[src/rtl/fpfa_pkg.sv]
// ----------------------------------------------------------------------------
// fpfa_pkg
// Shared types, codes and microcode ROM for the fixed-partition fit allocator.
// ----------------------------------------------------------------------------
package fpfa_pkg;

  // Item function codes
  localparam logic [1:0] FUNC_LOAD    = 2'd0;
  localparam logic [1:0] FUNC_CLEAR   = 2'd1;
  localparam logic [1:0] FUNC_REQUEST = 2'd2;

  // Fit policy codes
  localparam logic [1:0] POL_FIRST = 2'd0;
  localparam logic [1:0] POL_BEST  = 2'd1;
  localparam logic [1:0] POL_WORST = 2'd2;

  // Configuration port
  localparam int CFG_ADDR_W = 1;
  localparam int CFG_DATA_W = 5;
  localparam logic [CFG_ADDR_W-1:0] CFG_FIT_POLICY  = 1'b0;
  localparam logic [CFG_ADDR_W-1:0] CFG_BLOCK_COUNT = 1'b1;

  typedef struct packed {
    logic [1:0]  func;
    logic [3:0]  entry_index;
    logic [15:0] size_value;
  } in_item_t;

  typedef struct packed {
    logic        granted;
    logic [3:0]  chosen_block;
    logic [15:0] chosen_size;
  } out_item_t;

  // Microprogram
  localparam int UPC_W = 3;
  typedef logic [UPC_W-1:0] upc_t;

  localparam upc_t UPC_FETCH   = 3'd0;
  localparam upc_t UPC_DISP_LD = 3'd1;
  localparam upc_t UPC_DISP_CL = 3'd2;
  localparam upc_t UPC_DISP_RQ = 3'd3;
  localparam upc_t UPC_SCAN    = 3'd4;
  localparam upc_t UPC_EMIT    = 3'd5;
  localparam upc_t UPC_LOAD    = 3'd6;
  localparam upc_t UPC_CLEAR   = 3'd7;

  typedef enum logic [2:0] {
    ACT_NONE,
    ACT_FETCH,
    ACT_INIT,
    ACT_SCAN,
    ACT_EMIT,
    ACT_LOAD,
    ACT_CLEAR
  } act_e;

  typedef enum logic [2:0] {
    COND_ALWAYS,
    COND_ACCEPT,
    COND_FUNC_LD,
    COND_FUNC_CL,
    COND_FUNC_RQ,
    COND_SCAN_MORE,
    COND_OUT_FREE
  } cond_e;

  // next step = condition ? tgt_t : tgt_f
  typedef struct packed {
    act_e  act;
    cond_e cond;
    upc_t  tgt_t;
    upc_t  tgt_f;
  } ctrl_t;

  typedef struct packed {
    logic accept;
    logic func_ld;
    logic func_cl;
    logic func_rq;
    logic scan_more;
    logic out_free;
  } flags_t;

  function automatic ctrl_t ucode_rom(upc_t pc);
    ctrl_t w;
    unique case (pc)
      UPC_FETCH:   w = '{ACT_FETCH, COND_ACCEPT,    UPC_DISP_LD, UPC_FETCH};
      UPC_DISP_LD: w = '{ACT_NONE,  COND_FUNC_LD,   UPC_LOAD,    UPC_DISP_CL};
      UPC_DISP_CL: w = '{ACT_NONE,  COND_FUNC_CL,   UPC_CLEAR,   UPC_DISP_RQ};
      UPC_DISP_RQ: w = '{ACT_INIT,  COND_FUNC_RQ,   UPC_SCAN,    UPC_FETCH};
      UPC_SCAN:    w = '{ACT_SCAN,  COND_SCAN_MORE, UPC_SCAN,    UPC_EMIT};
      UPC_EMIT:    w = '{ACT_EMIT,  COND_OUT_FREE,  UPC_FETCH,   UPC_EMIT};
      UPC_LOAD:    w = '{ACT_LOAD,  COND_ALWAYS,    UPC_FETCH,   UPC_FETCH};
      UPC_CLEAR:   w = '{ACT_CLEAR, COND_ALWAYS,    UPC_FETCH,   UPC_FETCH};
      default:     w = '{ACT_NONE,  COND_ALWAYS,    UPC_FETCH,   UPC_FETCH};
    endcase
    return w;
  endfunction

endpackage

[src/rtl/fpfa_seq.sv]
// ----------------------------------------------------------------------------
// fpfa_seq
// Microcode sequencer: step counter, control ROM and conditional jumps.
// ----------------------------------------------------------------------------
module fpfa_seq (
  input  logic            clk_i,
  input  logic            rst_ni,
  input  fpfa_pkg::flags_t flags_i,
  output fpfa_pkg::ctrl_t  ctrl_o
);
  import fpfa_pkg::*;

  upc_t  upc_q, upc_d;
  ctrl_t ctrl;
  logic  cond_true;

  assign ctrl   = ucode_rom(upc_q);
  assign ctrl_o = ctrl;

  always_comb begin
    unique case (ctrl.cond)
      COND_ALWAYS:    cond_true = 1'b1;
      COND_ACCEPT:    cond_true = flags_i.accept;
      COND_FUNC_LD:   cond_true = flags_i.func_ld;
      COND_FUNC_CL:   cond_true = flags_i.func_cl;
      COND_FUNC_RQ:   cond_true = flags_i.func_rq;
      COND_SCAN_MORE: cond_true = flags_i.scan_more;
      COND_OUT_FREE:  cond_true = flags_i.out_free;
      default:        cond_true = 1'b1;
    endcase
    upc_d = cond_true ? ctrl.tgt_t : ctrl.tgt_f;
  end

  always_ff @(posedge clk_i or negedge rst_ni) begin
    if (!rst_ni) begin
      upc_q <= UPC_FETCH;
    end else begin
      upc_q <= upc_d;
    end
  end

endmodule

[src/rtl/fixed_partition_fit_allocator.sv]
// ----------------------------------------------------------------------------
// fixed_partition_fit_allocator
// Fixed-partition allocator: block size table with taken marks, first, best
// or worst fit search run by a microcoded sequencer.
// ----------------------------------------------------------------------------
//  channel | direction | handshake              | payload
//  --------+-----------+------------------------+-----------------------------
//  in      | input     | in_valid_i/in_ready_o  | in_item_i  (func, index, size)
//  out     | output    | out_valid_o/out_ready_i| out_item_o (granted, block, size)
//  cfg     | input     | cfg_we_i               | cfg_addr_i, cfg_wdata_i
//
//  Request: fetch, three dispatch steps, one scan step per block through the
//  single table read port plus one to drain, emit. Load: fetch, dispatch, load.
//  Clear: fetch, two dispatch steps, clear. Unused code: fetch and dispatch.
//  Reset clears the taken marks and config; the size table is not cleared.
//  A result waits in the output register; the sequencer holds in its emit
//  step only while an older result there is still not taken.
// ----------------------------------------------------------------------------
module fixed_partition_fit_allocator #(
  parameter int MAX_BLOCKS = 16,
  parameter int SIZE_BITS  = 16
) (
  input  logic                                clk_i,
  input  logic                                rst_ni,
  input  logic                                in_valid_i,
  output logic                                in_ready_o,
  input  fpfa_pkg::in_item_t                  in_item_i,
  output logic                                out_valid_o,
  input  logic                                out_ready_i,
  output fpfa_pkg::out_item_t                 out_item_o,
  input  logic                                cfg_we_i,
  input  logic [fpfa_pkg::CFG_ADDR_W-1:0]     cfg_addr_i,
  input  logic [fpfa_pkg::CFG_DATA_W-1:0]     cfg_wdata_i
);
  import fpfa_pkg::*;

  localparam int CNT_W = $clog2(MAX_BLOCKS + 1);
  localparam int IDX_W = (MAX_BLOCKS > 1) ? $clog2(MAX_BLOCKS) : 1;

  ctrl_t  ctrl;
  flags_t flags;

  logic [1:0]            fit_policy_q;
  logic [CFG_DATA_W-1:0] block_count_q;
  logic [MAX_BLOCKS-1:0] taken_q;
  logic [CNT_W-1:0]      rd_ptr_q;
  logic                  pv_q;
  logic                  found_q;
  logic                  out_valid_q;

  in_item_t              item_q;
  logic [SIZE_BITS-1:0]  rd_data_q;
  logic [IDX_W-1:0]      cmp_idx_q;
  logic [IDX_W-1:0]      best_idx_q;
  logic [SIZE_BITS-1:0]  best_size_q;
  out_item_t             out_item_q;

  logic [SIZE_BITS-1:0]  tbl_mem [MAX_BLOCKS];

  logic [CNT_W-1:0]      live_cnt;
  logic [SIZE_BITS-1:0]  req_size;
  logic [IDX_W-1:0]      ld_addr;
  logic                  load_hit;
  logic                  scan_issue;
  logic                  cand_fit;
  logic                  better;
  logic                  take;
  logic                  out_free;
  logic                  emit_fire;
  logic                  in_fire;

  fpfa_seq u_seq (
    .clk_i   (clk_i),
    .rst_ni  (rst_ni),
    .flags_i (flags),
    .ctrl_o  (ctrl)
  );

  // count above table depth is treated as full table
  assign live_cnt = (int'(block_count_q) > MAX_BLOCKS) ? CNT_W'(MAX_BLOCKS)
                                                      : CNT_W'(block_count_q);
  assign req_size = SIZE_BITS'(item_q.size_value);
  assign ld_addr  = IDX_W'(item_q.entry_index);
  assign load_hit = int'(item_q.entry_index) < int'(live_cnt);

  assign in_ready_o = (ctrl.act == ACT_FETCH);
  assign in_fire    = in_valid_i && in_ready_o;
  assign scan_issue = (ctrl.act == ACT_SCAN) && (rd_ptr_q < live_cnt);

  // compare stage works on the entry read in the cycle before
  assign cand_fit = pv_q && !taken_q[cmp_idx_q] && (rd_data_q >= req_size);
  assign better   = !found_q
                  || ((fit_policy_q == POL_BEST)  && (rd_data_q < best_size_q))
                  || ((fit_policy_q == POL_WORST) && (rd_data_q > best_size_q));
  assign take     = (ctrl.act == ACT_SCAN) && cand_fit && better;

  assign out_free  = !out_valid_q || out_ready_i;
  assign emit_fire = (ctrl.act == ACT_EMIT) && out_free;

  assign flags.accept    = in_fire;
  assign flags.func_ld   = (item_q.func == FUNC_LOAD);
  assign flags.func_cl   = (item_q.func == FUNC_CLEAR);
  assign flags.func_rq   = (item_q.func == FUNC_REQUEST);
  // the step after the last read compares the final entry, then emit
  assign flags.scan_more = scan_issue;
  assign flags.out_free  = out_free;

  assign out_valid_o = out_valid_q;
  assign out_item_o  = out_item_q;

  // size table: one write port, one registered read port
  always_ff @(posedge clk_i) begin
    if ((ctrl.act == ACT_LOAD) && load_hit) begin
      tbl_mem[ld_addr] <= SIZE_BITS'(item_q.size_value);
    end
    if (scan_issue) begin
      rd_data_q <= tbl_mem[rd_ptr_q[IDX_W-1:0]];
    end
  end

  always_ff @(posedge clk_i or negedge rst_ni) begin
    if (!rst_ni) begin
      fit_policy_q  <= POL_FIRST;
      block_count_q <= '0;
      taken_q       <= '0;
      rd_ptr_q      <= '0;
      pv_q          <= 1'b0;
      found_q       <= 1'b0;
      out_valid_q   <= 1'b0;
    end else begin
      if (cfg_we_i) begin
        case (cfg_addr_i)
          CFG_FIT_POLICY:  fit_policy_q  <= cfg_wdata_i[1:0];
          CFG_BLOCK_COUNT: block_count_q <= cfg_wdata_i;
          default: ;
        endcase
      end
      if (ctrl.act == ACT_INIT) begin
        rd_ptr_q <= '0;
        pv_q     <= 1'b0;
        found_q  <= 1'b0;
      end
      if (ctrl.act == ACT_SCAN) begin
        pv_q <= scan_issue;
        if (scan_issue) begin
          rd_ptr_q <= rd_ptr_q + CNT_W'(1);
        end
        if (take) begin
          found_q <= 1'b1;
        end
      end
      if (ctrl.act == ACT_CLEAR) begin
        taken_q <= '0;
      end
      if (emit_fire && found_q) begin
        taken_q[best_idx_q] <= 1'b1;
      end
      if (emit_fire) begin
        out_valid_q <= 1'b1;
      end else if (out_ready_i) begin
        out_valid_q <= 1'b0;
      end
    end
  end

  always_ff @(posedge clk_i) begin
    if (in_fire) begin
      item_q <= in_item_i;
    end
    if (scan_issue) begin
      cmp_idx_q <= rd_ptr_q[IDX_W-1:0];
    end
    if (take) begin
      best_idx_q  <= cmp_idx_q;
      best_size_q <= rd_data_q;
    end
    if (emit_fire) begin
      out_item_q.granted      <= found_q;
      out_item_q.chosen_block <= found_q ? 4'(best_idx_q) : 4'd0;
      out_item_q.chosen_size  <= found_q ? 16'(best_size_q) : 16'd0;
    end
  end

`ifndef SYNTH
  a_mark_on_grant: assert property (@(posedge clk_i) disable iff (!rst_ni)
    (emit_fire && found_q) |=> taken_q[$past(best_idx_q)])
    else $error("granted block not marked taken");

  a_deny_zero: assert property (@(posedge clk_i) disable iff (!rst_ni)
    (out_valid_o && !out_item_o.granted) |->
      (out_item_o.chosen_block == 4'd0) && (out_item_o.chosen_size == 16'd0))
    else $error("denied result carries nonzero fields");

  a_scan_bound: assert property (@(posedge clk_i) disable iff (!rst_ni)
    (ctrl.act == ACT_SCAN) |-> (rd_ptr_q <= live_cnt))
    else $error("scan pointer past block count");

  a_pipe_in_scan: assert property (@(posedge clk_i) disable iff (!rst_ni)
    pv_q |-> (ctrl.act == ACT_SCAN))
    else $error("compare stage busy outside scan");
`endif

endmodule

[config.mk]
export PLATFORM = sky130hd
export DESIGN_NAME = fixed_partition_fit_allocator
export DESIGN_NICKNAME = d
export VERILOG_FILES = /design/src/rtl/fpfa_pkg.sv /design/src/rtl/fpfa_seq.sv /design/src/rtl/fixed_partition_fit_allocator.sv
export SDC_FILE = /design/constraint.sdc
export NUM_CORES = 1
export LEC_CHECK = 0
export ABC_CLOCK_PERIOD_IN_PS = 4600
export BUFFER_PORTS_ARGS = -buffer_cell sky130_fd_sc_hd__buf_2
export CAP_MARGIN = 20
export CORE_ASPECT_RATIO = 0.8
export CORE_MARGIN = 2
export CORE_UTILIZATION = 61
export DETAILED_ROUTE_END_ITERATION = 16
export GPL_TIMING_DRIVEN = 1
export HOLD_SLACK_MARGIN = 0.1
export PLACE_DENSITY = 0.79
export RECOVER_POWER = 50
export SYNTH_ARGS = -nofsm -noshare
export SYNTH_HDL_FRONTEND = slang
export SYNTH_SLANG_ARGS = --single-unit
export TNS_END_PERCENT = 20
[constraint.sdc]
create_clock -name clk_i -period 4.6 [get_ports clk_i]
set_input_delay 0.92 -clock clk_i [delete_from_list [all_inputs] [get_ports clk_i]]
set_output_delay 0.92 -clock clk_i [all_outputs]
set_load 0.03 [all_outputs]
==> flow_summary_export.csv <==
group,metric,value,unit
status,outcome,"finished, violations left",
status,violations,"max-capacitance violations, max-slew violations",
synthesis,ys_types,55,
synthesis,synth_seq_cells,373,
place,dp.cells,1160,
setup_path,rr_worst_depth,7,
setup_path,r2r-start,"ld_addr[0]",
floorplan,dieArea,26100,µm²
global_routing,grt_pass1_wl,48.3,mm
place,place_hpwl,19.7,mm
detailed_routing,drt_iter0_markers,718,
cts,cts.clk_slew.worst_paths,60,ps
cts,htree_num_levels,2,
setup_path,critPathMaxFanout,16,
synthesis,async_flop_share,9.12,%
global_routing,grt_max_degree,44,
cts,cts_buffers,36,
floorplan,io_pins,56,
floorplan,dieHeight,145,µm
detailed_routing,ant_nets,0,
setup_path,timing.rr.end,"tbl_mem[1][6]",
power,leakagePower,5.88,nW
hold_path,hp-class,"reg -> reg",
synthesis,synth_top_cell_by_area,"edfxtp_1",
place,port_buffers,55,
run,maxCapViolations,3,
sta,fin_skew,26.5,ps
synthesis,syn_nets,862,
detailed_routing,drt-wirelength-per-cell,26.2,µm
setup_path,critPathCaptureType,"flop",
sta,hold_violations,0,
cts,cts.sinks,373,
cts,ctsResizeCount,0,
cells_and_area,fin_util,70.1,%
sta,max_slew.worst_pin.slew,1890,ps
cts,ctsHoldBuffers,0,
detailed_routing,dr.pass1.iters,5,
sta,finalSetupViolCount,0,
synthesis,synth-edff-count,339,
sta,period_share,73.6,%
floorplan,core-area,24400,µm²
sta,rsz0062_at_grt,"no",
global_routing,grt.total_usage,25.4,%
floorplan,placementRows,51,
synthesis,yosysMostFrequentCell,"edfxtp_1",
global_routing,grt-ovfl-total,0,
sta,slew_violations,78,
hold_path,min_from,"rd_data_q[0]",
setup_path,reg2reg_slack,1220,ps
place,place_area,16000,µm²
detailed_routing,vias,7838,
place,place_congestion,0.820,
cells_and_area,diodes,0,
synthesis,syn_area_per_cell,19.3,µm²
synthesis,ys_top_cells_by_count,"edfxtp_1 (339), mux4_2 (81), ha_1 (45), inv_1 (38), dfrtp_1 (34)",
detailed_routing,route.detailed.drc,0,
cts,cts_root_buffer,"clkbuf_16",
setup_path,cp_data_arrival_time,3600,ps
cells_and_area,instances_no_fill,1223,
cts,cts_tree,"built",
cts,cts_setup_buffers,0,
synthesis,synth_top_flop_cell,"edfxtp_1",
sta,fin_crit,3380,ps
global_routing,grt_pass1_vias,7965,
synthesis,seq_area_frac_synth,73.0,%
synthesis,synthTopCellsByArea,"edfxtp_1 (67%), mux4_2 (12%), dfrtp_1 (5.6%), ha_1 (3.7%), and2_1 (0.95%)",
cts,clock_path_buffers,3,
global_routing,grt_antenna_before_repair,0,
cells_and_area,stdcell_area,17100,µm²
cells_and_area,finish.net_count,958,
synthesis,synth_top_cell_area_share,67.3,%
cells_and_area,fill_cells,1492,
floorplan,initial_core_util,62.0,%
floorplan,die_w,180,µm
synthesis,yosysWarnings,0,
setup_path,start_kind,"flop",
synthesis,synth_cells,784,
detailed_routing,routed_via_density,6.41,
sta,fmax,295,MHz
hold_path,min_path_cells,0,
cts,clk_latency,520,ps
power,powerDensity,537,nW/µm²
hold_path,holdPathEnd,"best_size_q[0]",
setup_path,path_class,"reg -> reg",
setup_path,cp.required,4810,ps
sta,setup-tns-final,0,ps
detailed_routing,wirelength,32.0,mm
sta,max_slew_margin,-26.0,%
synthesis,netlist_area,15100,µm²
power,vdd_drop_max,0.000511,V
cells_and_area,area_growth,13.1,%
cells_and_area,drive_above_1_share,24.6,%
[worst max-delay path: stages (launching register included)]
cell,delay [ps]
edfxtp_1,570
or3b_1,420
a21o_1,180
a21o_1,170
a21oi_1,170
o2111ai_2,510
nor3_2,730
buf_4,330
[cells by family (layout without fill, tap and decap cells)]
family / Yosys count / after routing / share of synthesized area [%]
fa+ha+maj: 45 / 45 / 3.72
flops: 373 / 373 / 73.0
compound gates: 69 / 69 / 3.10
buf+inv: 66 / 187 / 1.69
mux: 95 / 95 / 13.5
xor+xnor: 2 / 2 / 0.116
simple gates: 134 / 134 / 4.93
[registers in the layout, indices dropped and copies added (netlist names)]
register and count:
tbl_mem 256, out_item_o 21, best_size_q 16, rd_data_q 16
req_size 16, taken_q 16, block_count_q 5, rd_ptr_q 5
best_idx_q 4, cmp_idx_q 4, ld_addr 4, u_seq.upc_q 3
fit_policy_q 2, item_q 2, found_q 1, out_valid_o 1
pv_q 1
[per-stage QoR]
step	total power, mW	hold WS [ps]	worst slack [ps]
6_report	9.18	469	1220
5_1_grt	9.57	486	1090
4_1_cts	9.24	472	1260
3_5_place_dp	6.42	457	1310
3_3_place_gp	6.32	440	1380
2_1_floorplan	5.79	426	803
[placed cells by master (no fill, tap or decap), types with 2 or more instances in the layout]
cell and instances:
inv_1 38, a21oi_1 18, o211ai_1 3, a22o_1 6, nor3_2 7, bufinv_16 3, nand3b_1 2, and2_1 8
a21o_1 7, ha_1 45, nor4_2 9, o31ai_1 4, mux2i_1 3, nand2_1 30, clkbuf_16 36, buf_4 28
nand2b_1 9, o21ai_0 5, o21ai_1 10, buf_2 35, nor2_1 13, mux4_1 4, mux2_2 7, nand4_1 6
or2_2 2, clkbuf_1 34, nor2b_1 11, clkinv_2 6, a32o_1 2, and2_0 15, mux4_2 81, and4bb_1 2
o2111ai_1 2, clkinv_1 4, nand3_1 7, edfxtp_1 339, dfrtp_1 33
[layout make-up]
type	instances	area, µm²	share of cell area [%]
Sequential cell	373	11000	64.6
Multi-Input combinational cell	345	3940	23.0
Clock buffer	47	942	5.51
Timing Repair Buffer	86	472	2.76
Tap cell	318	398	2.33
Clock inverter	16	169	0.988
Inverter	38	143	0.834
[worst max-delay path by stage]
| stage | from | endpoint | slack (ps) | cells after the start |
|---|---|---|---|---|
| after floorplan | ld_addr[0] | tbl_mem[13][0] | 800 | 8 |
| after global placement | ld_addr[0] | tbl_mem[1][7] | 1380 | 7 |
| after detailed placement | ld_addr[0] | tbl_mem[1][2] | 1310 | 7 |
| after CTS | ld_addr[0] | tbl_mem[1][10] | 1260 | 7 |
| after global routing | ld_addr[0] | tbl_mem[1][10] | 1090 | 7 |
| final | ld_addr[0] | tbl_mem[1][6] | 1220 | 7 |
[report_power, final]
part,switching (mW),total (mW),internal (mW),leakage [nW]
clock network,1.20,2.82,1.62,0.544
registers,0.415,4.52,4.11,3.51
logic,0.946,1.84,0.896,1.83
total,2.56,9.18,6.62,5.88
[metal layers]
metal | vias up | GRT usage, % | share of wire [%]
li1 | 3356 | - | -
met1 | 4054 | 35.9 | 41
met2 | 373 | 41.0 | 48
met3 | 55 | 6.13 | 9.5
met4 | 0 | 6.66 | 2.3
met5 | - | 0 | 0
Power figures use the tool's default switching activity.
